<file path="src/alln_pkg.sv">
// ============================================================================
// alln_pkg : shared types and constants of the light level normaliser
// Widths, reset values, register indexes and the sequencer state type.
// ============================================================================
`default_nettype none

package alln_pkg;

    // Bound format: unsigned Q(SAMPLE_BITS).(FRAC_BITS)
    localparam int SAMPLE_BITS = 16;
    localparam int FRAC_BITS   = 8;
    localparam int BOUND_W     = SAMPLE_BITS + FRAC_BITS;

    // Port field widths
    localparam int FIELD_W     = 16;
    localparam int LIMIT_W     = 16;
    localparam int DECAY_W     = 16;
    localparam int FACTOR_W    = 17;
    localparam int CFG_W       = 17;
    localparam int CFG_IDX_W   = 2;
    localparam int COUNT_W     = 16;

    // Factor products are taken back down by this many bits
    localparam int SCALE_SHIFT = 16;

    // Result is Q4.12; the guard bits are the integer part
    localparam int OUT_FRAC    = 12;
    localparam int GUARD_W     = FIELD_W - OUT_FRAC;

    typedef logic [BOUND_W-1:0]  bound_t;
    typedef logic [FACTOR_W-1:0] factor_t;
    typedef logic [COUNT_W-1:0]  count_t;

    localparam bound_t BOUND_TOP = '1;
    localparam bound_t ONE_UNIT  = bound_t'(1) << FRAC_BITS;
    localparam bound_t MIN_RESET = bound_t'(500) << FRAC_BITS;
    localparam bound_t MAX_RESET = bound_t'(800) << FRAC_BITS;

    localparam logic [LIMIT_W-1:0] IDLE_LIMIT_RESET = LIMIT_W'(999);
    localparam logic [DECAY_W-1:0] DECAY_RESET      = DECAY_W'(64880);
    localparam factor_t            RISE_RESET       = FACTOR_W'(66191);
    localparam factor_t            SPAN_RESET       = FACTOR_W'(91750);

    typedef enum logic [CFG_IDX_W-1:0] {
        CFG_IDLE_LIMIT,
        CFG_DECAY,
        CFG_RISE,
        CFG_SPAN
    } cfg_idx_t;

    typedef enum logic [2:0] {
        ST_IDLE,
        ST_UPDATE,
        ST_DECAY,
        ST_RISE,
        ST_SPAN,
        ST_CMP,
        ST_DIV,
        ST_OUT
    } state_t;

endpackage

`default_nettype wire

</file>
<file path="src/alln_mul.sv">
// ============================================================================
// alln_mul : bit-serial bound scaler
// Shift-add multiply of a bound by a Q1.16 factor, one factor bit a cycle,
// result shifted down and saturated to the bound range.
// ============================================================================
`default_nettype none

module alln_mul (
    input  wire logic             clk,
    input  wire logic             rst_n,
    input  wire logic             start,
    input  wire alln_pkg::bound_t bound,
    input  wire alln_pkg::factor_t factor,
    output logic                  done,
    output alln_pkg::bound_t      product
);

    localparam int PROD_W   = alln_pkg::BOUND_W + alln_pkg::FACTOR_W;
    localparam int SCALED_W = PROD_W - alln_pkg::SCALE_SHIFT;
    localparam int STEP_W   = $clog2(alln_pkg::FACTOR_W);

    logic [PROD_W-1:0]      acc_reg, acc_next;
    alln_pkg::bound_t       mcand_reg, mcand_next;
    alln_pkg::factor_t      mplier_reg, mplier_next;
    logic [STEP_W-1:0]      step_reg, step_next;
    logic                   busy_reg, busy_next;
    logic                   done_reg, done_next;

    logic [alln_pkg::BOUND_W:0] partial;
    logic [SCALED_W-1:0]        scaled;

    always_comb
    begin
        partial = {1'b0, acc_reg[PROD_W-1:alln_pkg::FACTOR_W]}
                + (mplier_reg[0] ? {1'b0, mcand_reg} : '0);

        acc_next    = acc_reg;
        mcand_next  = mcand_reg;
        mplier_next = mplier_reg;
        step_next   = step_reg;
        busy_next   = busy_reg;
        done_next   = busy_reg && (step_reg == '0);

        if (start)
        begin
            acc_next    = '0;
            mcand_next  = bound;
            mplier_next = factor;
            step_next   = STEP_W'(alln_pkg::FACTOR_W - 1);
            busy_next   = 1'b1;
        end
        else if (busy_reg)
        begin
            acc_next    = {partial, acc_reg[alln_pkg::FACTOR_W-1:1]};
            mplier_next = mplier_reg >> 1;
            step_next   = step_reg - 1'b1;
            if (step_reg == '0)
            begin
                busy_next = 1'b0;
            end
        end
    end

    always_ff @(posedge clk or negedge rst_n)
    begin
        if (!rst_n)
        begin
            step_reg <= '0;
            busy_reg <= 1'b0;
            done_reg <= 1'b0;
        end
        else
        begin
            step_reg <= step_next;
            busy_reg <= busy_next;
            done_reg <= done_next;
        end
    end

    always_ff @(posedge clk)
    begin
        acc_reg    <= acc_next;
        mcand_reg  <= mcand_next;
        mplier_reg <= mplier_next;
    end

    // Truncating shift, then clamp to the largest bound
    always_comb
    begin
        scaled = acc_reg[PROD_W-1:alln_pkg::SCALE_SHIFT];
        if (scaled > SCALED_W'(alln_pkg::BOUND_TOP))
        begin
            product = alln_pkg::BOUND_TOP;
        end
        else
        begin
            product = scaled[alln_pkg::BOUND_W-1:0];
        end
    end

    assign done = done_reg;

endmodule

`default_nettype wire

</file>
<file path="src/alln_div.sv">
// ============================================================================
// alln_div : bit-serial fraction divider
// Restoring division (num << 12) / den, one quotient bit a cycle, with the
// quotient saturated at all ones when it would not fit 16 bits.
// ============================================================================
`default_nettype none

module alln_div (
    input  wire logic             clk,
    input  wire logic             rst_n,
    input  wire logic             start,
    input  wire alln_pkg::bound_t num,
    input  wire alln_pkg::bound_t den,
    output logic                  done,
    output logic [alln_pkg::FIELD_W-1:0] quot
);

    localparam int STEP_W = $clog2(alln_pkg::FIELD_W);
    localparam int CMP_W  = alln_pkg::BOUND_W + alln_pkg::GUARD_W;

    alln_pkg::bound_t              rem_reg, rem_next;
    alln_pkg::bound_t              den_reg, den_next;
    logic [alln_pkg::FIELD_W-1:0]  quot_reg, quot_next;
    logic [STEP_W-1:0]             step_reg, step_next;
    logic                          busy_reg, busy_next;
    logic                          done_reg, done_next;

    logic                          sat;
    logic [alln_pkg::BOUND_W:0]    trial;
    logic [alln_pkg::BOUND_W:0]    diff;
    logic                          fits;

    always_comb
    begin
        // Quotient overflows 16 bits exactly when num >= den * 16
        sat   = CMP_W'(num) >= {den, {alln_pkg::GUARD_W{1'b0}}};
        trial = {rem_reg, quot_reg[alln_pkg::FIELD_W-1]};
        fits  = trial >= {1'b0, den_reg};
        diff  = trial - {1'b0, den_reg};

        rem_next  = rem_reg;
        den_next  = den_reg;
        quot_next = quot_reg;
        step_next = step_reg;
        busy_next = busy_reg;
        done_next = busy_reg && (step_reg == '0);

        if (start)
        begin
            den_next = den;
            if (sat)
            begin
                quot_next = '1;
                done_next = 1'b1;
            end
            else
            begin
                // Upper dividend bits seed the remainder, low nibble rides in quot
                rem_next  = num >> alln_pkg::GUARD_W;
                quot_next = {num[alln_pkg::GUARD_W-1:0], {alln_pkg::OUT_FRAC{1'b0}}};
                step_next = STEP_W'(alln_pkg::FIELD_W - 1);
                busy_next = 1'b1;
            end
        end
        else if (busy_reg)
        begin
            rem_next  = fits ? diff[alln_pkg::BOUND_W-1:0] : trial[alln_pkg::BOUND_W-1:0];
            quot_next = {quot_reg[alln_pkg::FIELD_W-2:0], fits};
            step_next = step_reg - 1'b1;
            if (step_reg == '0)
            begin
                busy_next = 1'b0;
            end
        end
    end

    always_ff @(posedge clk or negedge rst_n)
    begin
        if (!rst_n)
        begin
            step_reg <= '0;
            busy_reg <= 1'b0;
            done_reg <= 1'b0;
        end
        else
        begin
            step_reg <= step_next;
            busy_reg <= busy_next;
            done_reg <= done_next;
        end
    end

    always_ff @(posedge clk)
    begin
        rem_reg  <= rem_next;
        den_reg  <= den_next;
        quot_reg <= quot_next;
    end

    assign done = done_reg;
    assign quot = quot_reg;

endmodule

`default_nettype wire

</file>
<file path="src/adaptive_light_level_normalizer_core.sv">
// ============================================================================
// adaptive_light_level_normalizer_core : adaptive min/max light normaliser
// Tracks running light bounds and gives each sample's place between them.
// ============================================================================
// Sequence: each input beat passes ST_UPDATE, a span job on the bit-serial
//   17-step scaler, ST_CMP, the divider and ST_OUT; each bound relaxation adds
//   a scaler job. A saturated fraction cuts the divider short, an empty span skips it.
// Throughput: one beat at a time; a new beat is taken once the result has
//   moved to the output register, while that result waits for out_ready.
// Reset: rst_n asynchronous, active low; bounds 500.0 / 800.0, idle counts 0,
//   registers to their defaults, no output beat pending.
// ============================================================================
`default_nettype none

module adaptive_light_level_normalizer_core (
    input  wire logic                              clk,
    input  wire logic                              rst_n,

    // configuration write port
    input  wire logic                              cfg_we,
    input  wire logic [alln_pkg::CFG_IDX_W-1:0]    cfg_index,
    input  wire logic [alln_pkg::CFG_W-1:0]        cfg_data,

    // sample channel
    input  wire logic                              in_valid,
    output logic                                   in_ready,
    input  wire logic [alln_pkg::FIELD_W-1:0]      clear_level,

    // result channel
    output logic                                   out_valid,
    input  wire logic                              out_ready,
    output logic [alln_pkg::FIELD_W-1:0]           light_fraction,
    output logic [alln_pkg::FIELD_W-1:0]           level_low,
    output logic [alln_pkg::FIELD_W-1:0]           level_high,
    output logic                                   span_zero
);

    // ------------------------------------------------------------------
    // Configuration registers
    // ------------------------------------------------------------------
    logic [alln_pkg::LIMIT_W-1:0] idle_limit_reg;
    logic [alln_pkg::DECAY_W-1:0] decay_reg;
    alln_pkg::factor_t            rise_reg;
    alln_pkg::factor_t            span_reg;

    always_ff @(posedge clk or negedge rst_n)
    begin
        if (!rst_n)
        begin
            idle_limit_reg <= alln_pkg::IDLE_LIMIT_RESET;
            decay_reg      <= alln_pkg::DECAY_RESET;
            rise_reg       <= alln_pkg::RISE_RESET;
            span_reg       <= alln_pkg::SPAN_RESET;
        end
        else if (cfg_we)
        begin
            unique case (alln_pkg::cfg_idx_t'(cfg_index))
                alln_pkg::CFG_IDLE_LIMIT: idle_limit_reg <= alln_pkg::LIMIT_W'(cfg_data);
                alln_pkg::CFG_DECAY:      decay_reg      <= alln_pkg::DECAY_W'(cfg_data);
                alln_pkg::CFG_RISE:       rise_reg       <= cfg_data;
                alln_pkg::CFG_SPAN:       span_reg       <= cfg_data;
                default:                  ;
            endcase
        end
    end

    // ------------------------------------------------------------------
    // State
    // ------------------------------------------------------------------
    alln_pkg::state_t             state_reg, state_next;
    alln_pkg::bound_t             sample_reg, sample_next;
    alln_pkg::bound_t             min_reg, min_next;
    alln_pkg::bound_t             max_reg, max_next;
    alln_pkg::count_t             min_cnt_reg, min_cnt_next;
    alln_pkg::count_t             max_cnt_reg, max_cnt_next;
    logic                         rise_pend_reg, rise_pend_next;
    logic [alln_pkg::FIELD_W-1:0] frac_reg, frac_next;
    logic                         zero_reg, zero_next;

    logic                         out_valid_reg, out_valid_next;
    logic [alln_pkg::FIELD_W-1:0] fraction_reg, fraction_next;
    logic [alln_pkg::FIELD_W-1:0] low_reg, low_next;
    logic [alln_pkg::FIELD_W-1:0] high_reg, high_next;
    logic                         span_zero_reg, span_zero_next;

    // ------------------------------------------------------------------
    // Serial scaler and divider
    // ------------------------------------------------------------------
    logic                         mul_start;
    alln_pkg::bound_t             mul_bound;
    alln_pkg::factor_t            mul_factor;
    logic                         mul_done;
    alln_pkg::bound_t             mul_product;

    logic                         div_start;
    alln_pkg::bound_t             div_num;
    alln_pkg::bound_t             div_den;
    logic                         div_done;
    logic [alln_pkg::FIELD_W-1:0] div_quot;

    alln_mul u_mul (
        .clk     (clk),
        .rst_n   (rst_n),
        .start   (mul_start),
        .bound   (mul_bound),
        .factor  (mul_factor),
        .done    (mul_done),
        .product (mul_product)
    );

    alln_div u_div (
        .clk   (clk),
        .rst_n (rst_n),
        .start (div_start),
        .num   (div_num),
        .den   (div_den),
        .done  (div_done),
        .quot  (div_quot)
    );

    // ------------------------------------------------------------------
    // Bound update terms, read in ST_UPDATE
    // ------------------------------------------------------------------
    logic [alln_pkg::BOUND_W:0]   climb_sum;
    alln_pkg::bound_t             max_climb;
    alln_pkg::bound_t             max_upd;
    alln_pkg::bound_t             min_upd;
    alln_pkg::count_t             max_cnt_bump;
    alln_pkg::count_t             min_cnt_bump;
    logic                         max_up;
    logic                         min_down;
    logic                         decay_c;
    logic                         rise_c;
    logic [alln_pkg::SAMPLE_BITS-1:0] sample_int;

    always_comb
    begin
        sample_int   = alln_pkg::SAMPLE_BITS'(clear_level);

        climb_sum    = {1'b0, max_reg} + {1'b0, alln_pkg::ONE_UNIT};
        max_climb    = climb_sum[alln_pkg::BOUND_W] ? alln_pkg::BOUND_TOP
                                                    : climb_sum[alln_pkg::BOUND_W-1:0];
        // idle counters stick at all ones
        max_cnt_bump = (max_cnt_reg == '1) ? max_cnt_reg : max_cnt_reg + 1'b1;
        min_cnt_bump = (min_cnt_reg == '1) ? min_cnt_reg : min_cnt_reg + 1'b1;

        max_up       = max_reg < sample_reg;
        min_down     = min_reg > sample_reg;
        decay_c      = !max_up   && (max_cnt_bump > idle_limit_reg);
        rise_c       = !min_down && (min_cnt_bump > idle_limit_reg);

        max_upd      = max_up   ? max_climb  : max_reg;
        min_upd      = min_down ? sample_reg : min_reg;
    end

    // ------------------------------------------------------------------
    // Sequencer: next state
    // ------------------------------------------------------------------
    always_comb
    begin
        state_next = state_reg;
        unique case (state_reg)
            alln_pkg::ST_IDLE:
                if (in_valid) state_next = alln_pkg::ST_UPDATE;
            alln_pkg::ST_UPDATE:
                if (decay_c)     state_next = alln_pkg::ST_DECAY;
                else if (rise_c) state_next = alln_pkg::ST_RISE;
                else             state_next = alln_pkg::ST_SPAN;
            alln_pkg::ST_DECAY:
                if (mul_done) state_next = rise_pend_reg ? alln_pkg::ST_RISE
                                                         : alln_pkg::ST_SPAN;
            alln_pkg::ST_RISE:
                if (mul_done) state_next = alln_pkg::ST_SPAN;
            alln_pkg::ST_SPAN:
                if (mul_done) state_next = alln_pkg::ST_CMP;
            alln_pkg::ST_CMP:
                state_next = (max_reg <= min_reg) ? alln_pkg::ST_OUT : alln_pkg::ST_DIV;
            alln_pkg::ST_DIV:
                if (div_done) state_next = alln_pkg::ST_OUT;
            alln_pkg::ST_OUT:
                if (!out_valid_reg || out_ready) state_next = alln_pkg::ST_IDLE;
            default:
                state_next = alln_pkg::ST_IDLE;
        endcase
    end

    // ------------------------------------------------------------------
    // Sequencer: datapath and unit control
    // ------------------------------------------------------------------
    always_comb
    begin
        sample_next    = sample_reg;
        min_next       = min_reg;
        max_next       = max_reg;
        min_cnt_next   = min_cnt_reg;
        max_cnt_next   = max_cnt_reg;
        rise_pend_next = rise_pend_reg;
        frac_next      = frac_reg;
        zero_next      = zero_reg;

        out_valid_next = out_valid_reg && !out_ready;
        fraction_next  = fraction_reg;
        low_next       = low_reg;
        high_next      = high_reg;
        span_zero_next = span_zero_reg;

        mul_start      = 1'b0;
        mul_bound      = min_reg;
        mul_factor     = span_reg;
        div_start      = 1'b0;
        div_num        = (sample_reg > min_reg) ? sample_reg - min_reg : '0;
        div_den        = max_reg - min_reg;

        unique case (state_reg)
            alln_pkg::ST_IDLE:
            begin
                if (in_valid)
                begin
                    sample_next = {sample_int, {alln_pkg::FRAC_BITS{1'b0}}};
                end
            end

            alln_pkg::ST_UPDATE:
            begin
                max_next       = max_upd;
                min_next       = min_upd;
                max_cnt_next   = (max_up || decay_c) ? '0 : max_cnt_bump;
                min_cnt_next   = (min_down || rise_c) ? '0 : min_cnt_bump;
                rise_pend_next = rise_c;
                // first scaler job: decay, else rise, else the span floor
                mul_start      = 1'b1;
                if (decay_c)
                begin
                    mul_bound  = max_upd;
                    mul_factor = alln_pkg::FACTOR_W'(decay_reg);
                end
                else if (rise_c)
                begin
                    mul_bound  = min_upd;
                    mul_factor = rise_reg;
                end
                else
                begin
                    mul_bound  = min_upd;
                    mul_factor = span_reg;
                end
            end

            alln_pkg::ST_DECAY:
            begin
                mul_bound  = min_reg;
                mul_factor = rise_pend_reg ? rise_reg : span_reg;
                if (mul_done)
                begin
                    max_next  = mul_product;
                    mul_start = 1'b1;
                end
            end

            alln_pkg::ST_RISE:
            begin
                mul_bound  = mul_product;
                mul_factor = span_reg;
                if (mul_done)
                begin
                    min_next  = mul_product;
                    mul_start = 1'b1;
                end
            end

            alln_pkg::ST_SPAN:
            begin
                // keep the maximum at least span_ratio times the minimum
                if (mul_done && (max_reg < mul_product))
                begin
                    max_next = mul_product;
                end
            end

            alln_pkg::ST_CMP:
            begin
                if (max_reg <= min_reg)
                begin
                    zero_next = 1'b1;
                    frac_next = '0;
                end
                else
                begin
                    zero_next = 1'b0;
                    div_start = 1'b1;
                end
            end

            alln_pkg::ST_DIV:
            begin
                if (div_done)
                begin
                    frac_next = div_quot;
                end
            end

            alln_pkg::ST_OUT:
            begin
                if (!out_valid_reg || out_ready)
                begin
                    out_valid_next = 1'b1;
                    fraction_next  = frac_reg;
                    low_next       = alln_pkg::FIELD_W'(min_reg[alln_pkg::BOUND_W-1:
                                                                alln_pkg::FRAC_BITS]);
                    high_next      = alln_pkg::FIELD_W'(max_reg[alln_pkg::BOUND_W-1:
                                                                alln_pkg::FRAC_BITS]);
                    span_zero_next = zero_reg;
                end
            end

            default:
            begin
            end
        endcase
    end

    // ------------------------------------------------------------------
    // Registers
    // ------------------------------------------------------------------
    always_ff @(posedge clk or negedge rst_n)
    begin
        if (!rst_n)
        begin
            state_reg     <= alln_pkg::ST_IDLE;
            min_reg       <= alln_pkg::MIN_RESET;
            max_reg       <= alln_pkg::MAX_RESET;
            min_cnt_reg   <= '0;
            max_cnt_reg   <= '0;
            rise_pend_reg <= 1'b0;
            out_valid_reg <= 1'b0;
        end
        else
        begin
            state_reg     <= state_next;
            min_reg       <= min_next;
            max_reg       <= max_next;
            min_cnt_reg   <= min_cnt_next;
            max_cnt_reg   <= max_cnt_next;
            rise_pend_reg <= rise_pend_next;
            out_valid_reg <= out_valid_next;
        end
    end

    // payload, no reset needed
    always_ff @(posedge clk)
    begin
        sample_reg    <= sample_next;
        frac_reg      <= frac_next;
        zero_reg      <= zero_next;
        fraction_reg  <= fraction_next;
        low_reg       <= low_next;
        high_reg      <= high_next;
        span_zero_reg <= span_zero_next;
    end

    assign in_ready       = (state_reg == alln_pkg::ST_IDLE);
    assign out_valid      = out_valid_reg;
    assign light_fraction = fraction_reg;
    assign level_low      = low_reg;
    assign level_high     = high_reg;
    assign span_zero      = span_zero_reg;

endmodule

`default_nettype wire

</file>
<file path="config.mk">
export PLATFORM = sky130hd
export DESIGN_NAME = adaptive_light_level_normalizer_core
export DESIGN_NICKNAME = d
export VERILOG_FILES = /design/src/alln_pkg.sv /design/src/alln_mul.sv /design/src/alln_div.sv /design/src/adaptive_light_level_normalizer_core.sv
export SDC_FILE = /design/constraint.sdc
export NUM_CORES = 1
export LEC_CHECK = 0
export BUFFER_PORTS_ARGS = -buffer_cell sky130_fd_sc_hd__buf_2
export CELL_PAD_IN_SITES_DETAIL_PLACEMENT = 1
export CELL_PAD_IN_SITES_GLOBAL_PLACEMENT = 2
export CORE_ASPECT_RATIO = 1.25
export CORE_MARGIN = 1.5
export CORE_UTILIZATION = 41
export CTS_BUF_LIST = sky130_fd_sc_hd__clkbuf_4 sky130_fd_sc_hd__clkbuf_8
export CTS_CLUSTER_DIAMETER = 150
export DETAILED_ROUTE_END_ITERATION = 10
export PLACE_DENSITY = 0.83
export REMOVE_ABC_BUFFERS = 1
export SLEW_MARGIN = 20
export SYNTH_ARGS = -nofsm -noshare
export SYNTH_HDL_FRONTEND = slang
export SYNTH_HIERARCHICAL = 1
export SYNTH_SLANG_ARGS = --single-unit
</file>
<file path="constraint.sdc">
create_clock -name clk -period 8.9 [get_ports clk]
set_input_delay 0.89 -clock clk [delete_from_list [all_inputs] [get_ports clk]]
set_output_delay 0.89 -clock clk [all_outputs]
set_load 0.05 [all_outputs]
</file>
==> summary.txt <==
endpoints failing hold: 0
worst hold path type: in2async
Mapped Cells: 2,510
Synth Warn #: 6
Largest delay share family, worst path: compound AO/OA/AOI/OAI gates
Vias: 20.69k
Worst-path clk slew: 0.06 ns
skew final: 0.03524 ns
r2r setup slk: 2.86 ns
Setup Viol. Count Final: 0
most used cell, CP: o21ai_0
crit end category: flop
clk_lat worst skew: 0.67 ns
synthesized area: 24,530 um^2
Worst-Margin Slew: 1.239 ns
DR vias/cell: 6.056
Layout Utilization: 45.99%
Post-synth EDFFs: 187
RR Startpoint: min_reg[13]
area grow syn2layout: 11.17%
Site Rows: 100
Final WS setup: 2.863 ns
CP Max Fanout: 24
DRT antenna net count: 0
relative slew slack: 16.72%
H-tree depth: 3
unrepaired setup endpoints after global routing: no
#FFs+latches synth: 376
RD Place Congestion: 0.9415
# port buffers: 90
routed len/inst: 25.15 um
gr usage total: 28.09%
Mean Syn Cell Area: 9.774 um^2
number of global-route vias before repair: 22.27k
Pins Over Slew Limit: 0
CTS max path bufs: 3
final worst path period share: 67.83%
total setup buffers inserted after CTS: 0
Iter 0 DRT Violations: 1,161
register area share after synthesis: 41.88%
final setup TNS: 0 ns
Residual DRC: 0
Netlist cell types: 112
Worst Path Buf+Inv: 2
pwr dens: 447.6 nW/um^2
fmax: 165.6 MHz
DIE WIDTH: 221.8 um
dpl hpwl: 64,760 um
Worst EP required: 9.19 ns
Leak Pwr: 0.01162 uW
Critical Path, Cell by Cell: inv_1 -> ha_1 -> a21oi_1 -> o21ai_0 -> o21ai_0 -> o21ai_2 -> nand2_1 -> nor3_1 -> ha_1 -> a21o_1 -> a21o_1 -> a21oi_1 -> o21a_1 -> o21ai_0 -> a22oi_1 -> buf_4 -> o21a_1
clk root buf: clkbuf_8
I/O Pins: 91
Min Clock Period, post-route: 6.037 ns
TritonRoute pass-1 iters: 5
share of layout cells above drive strength 1: 16.72%
# fillers: 6,699
final wirelength: 85,920 um
Synth Flop Type: edfxtp_1
outcome: finished, final reports clean
grt ovf: 0
arrival time worst endpoint: 6.33 ns
Reg2Reg Depth: 17
async set-reset flop share out of synthesis: 43.62%
Place WS: 2.898 ns
max reg flops: 25
Inserted Clock Buffers: 68
largest net degree at the start of global routing: 74
Reg-to-Reg End: u_div/rem_reg[4]
Crit Path Class: reg2reg
Startpoint Class: flop
slowest stage delay, CP: 0.86 ns
core area: 59,310 um^2
WHS: 0.1395 ns
first-pass GRT wire length: 133,200 um
total die area: 61,320 um^2
Initial Util: 41.37%
Slowest cell on crit path: o21a_1
initial antenna violation count: 2
peak supply drop: 0.1313 mV
CTS tree: yes
MaxCap Viol Count: 0
post-layout net count: 2,823
CTS resizes: 0
CTS Sinks: 376
Hold Buf Count CTS: 0
height of the die: 276.5 um
==> cells in the final DEF, fill, tap and decap left out, types with 51 or more instances in the layout <==
cell type / n
a21oi_1: 143
buf_2: 89
clkbuf_8: 78
dfrtp_1: 121
edfxtp_1: 187
ha_1: 185
inv_1: 184
mux2_2: 73
nand2_1: 208
nand3_1: 57
nor2_1: 134
nor3_1: 51
o21ai_0: 134
xnor2_1: 55
==> synth_stat cells, drive strengths merged, types with 30 or more instances <==
cell type | count | area, um^2
a21oi | 145 | 729.5
o21ai | 139 | 699.4
nor2 | 137 | 514.2
and3 | 46 | 287.8
clkbuf | 89 | 334.1
nor3 | 55 | 296.5
nand3 | 58 | 295.3
ha | 185 | 2315
dfstp | 43 | 1130
xnor2 | 55 | 481.7
nand2 | 208 | 780.8
nand4 | 40 | 250.2
mux2i | 39 | 390.4
and2 | 37 | 235.2
mux2 | 73 | 822.0
xor2 | 32 | 280.3
inv | 186 | 698.2
dfrtp | 121 | 3028
o31ai | 30 | 230.2
a31oi | 50 | 340.3
or2 | 33 | 206.5
a211oi | 36 | 280.3
a21o | 49 | 369.1
edfxtp | 187 | 5615
==> layer usage <==
layer	part of all wire [%]	track usage (%)
met5	0	0
met4	7.2	19.18
met3	3.8	3.231
met2	50	49.15
met1	39	32.12
==> cells by family (layout without fill, tap and decap cells) <==
group | count (synthesis) | in the layout | share of synthesized area [%]
simple gates | 729 | 729 | 15.22
mux | 112 | 112 | 4.942
fa+ha+maj | 188 | 188 | 9.680
other cells | 0 | 2 | 0
xor+xnor | 87 | 87 | 3.106
buf+inv | 300 | 439 | 4.825
compound gates | 718 | 718 | 20.35
flops | 376 | 376 | 41.88
==> report_power, final <==
group | switching [uW] | internal (uW) | total [uW] | leakage [uW]
sequential | 528 | 2750 | 3280 | 0.00393
clock | 795 | 1010 | 1800 | 0.000773
combinational | 4590 | 2540 | 7130 | 0.00691
==> how the worst max path moves through the flow <==
stage                 from  slack (ns)  depth (start not counted)          endpoint
2_1_floorplan   min_reg[0]        0.69                         10  u_div/rem_reg[0]
3_3_place_gp   min_reg[13]        3.02                         17  u_div/rem_reg[5]
3_5_place_dp   min_reg[13]        2.90                         17  u_div/rem_reg[5]
4_1_cts        min_reg[13]        2.86                         17  u_div/rem_reg[5]
5_1_grt        min_reg[14]        2.41                         17  u_div/rem_reg[4]
6_report       min_reg[13]        2.86                         17  u_div/rem_reg[4]
==> cell type report <==
type	count	area [um^2]	area share, %
diodes	2	5.005	0.01835
inverters	186	698.2	2.560
multi-input cells	1834	13120	48.10
repair buffers	129	749.5	2.748
clock inverters	20	203.9	0.7478
well taps	765	957.2	3.509
clock buffers	104	1269	4.652
flip-flops and latches	376	10270	37.67
==> worst reg2reg max path: cells and delay by family (launching register included) <==
family,cells,cell delay [ns]
simple gates,2,0.87
fa+ha+maj,2,0.69
flops,1,0.56
buf+inv,2,0.35
compound gates,11,3.17
==> through the flow <==
| step | instance area [um^2] | std cells | power (uW) |
|---|---|---|---|
| after floorplan | 24050 | 2396 | 7891 |
| after global placement | 25800 | 3290 | 10110 |
| after detailed placement | 25800 | 3290 | 10340 |
| after CTS | 27270 | 3414 | 12220 |
| after global routing | 27270 | 3415 | 13040 |
| final | 27270 | 3416 | 12210 |
Note: power is estimated with default switching activity, not from simulation.
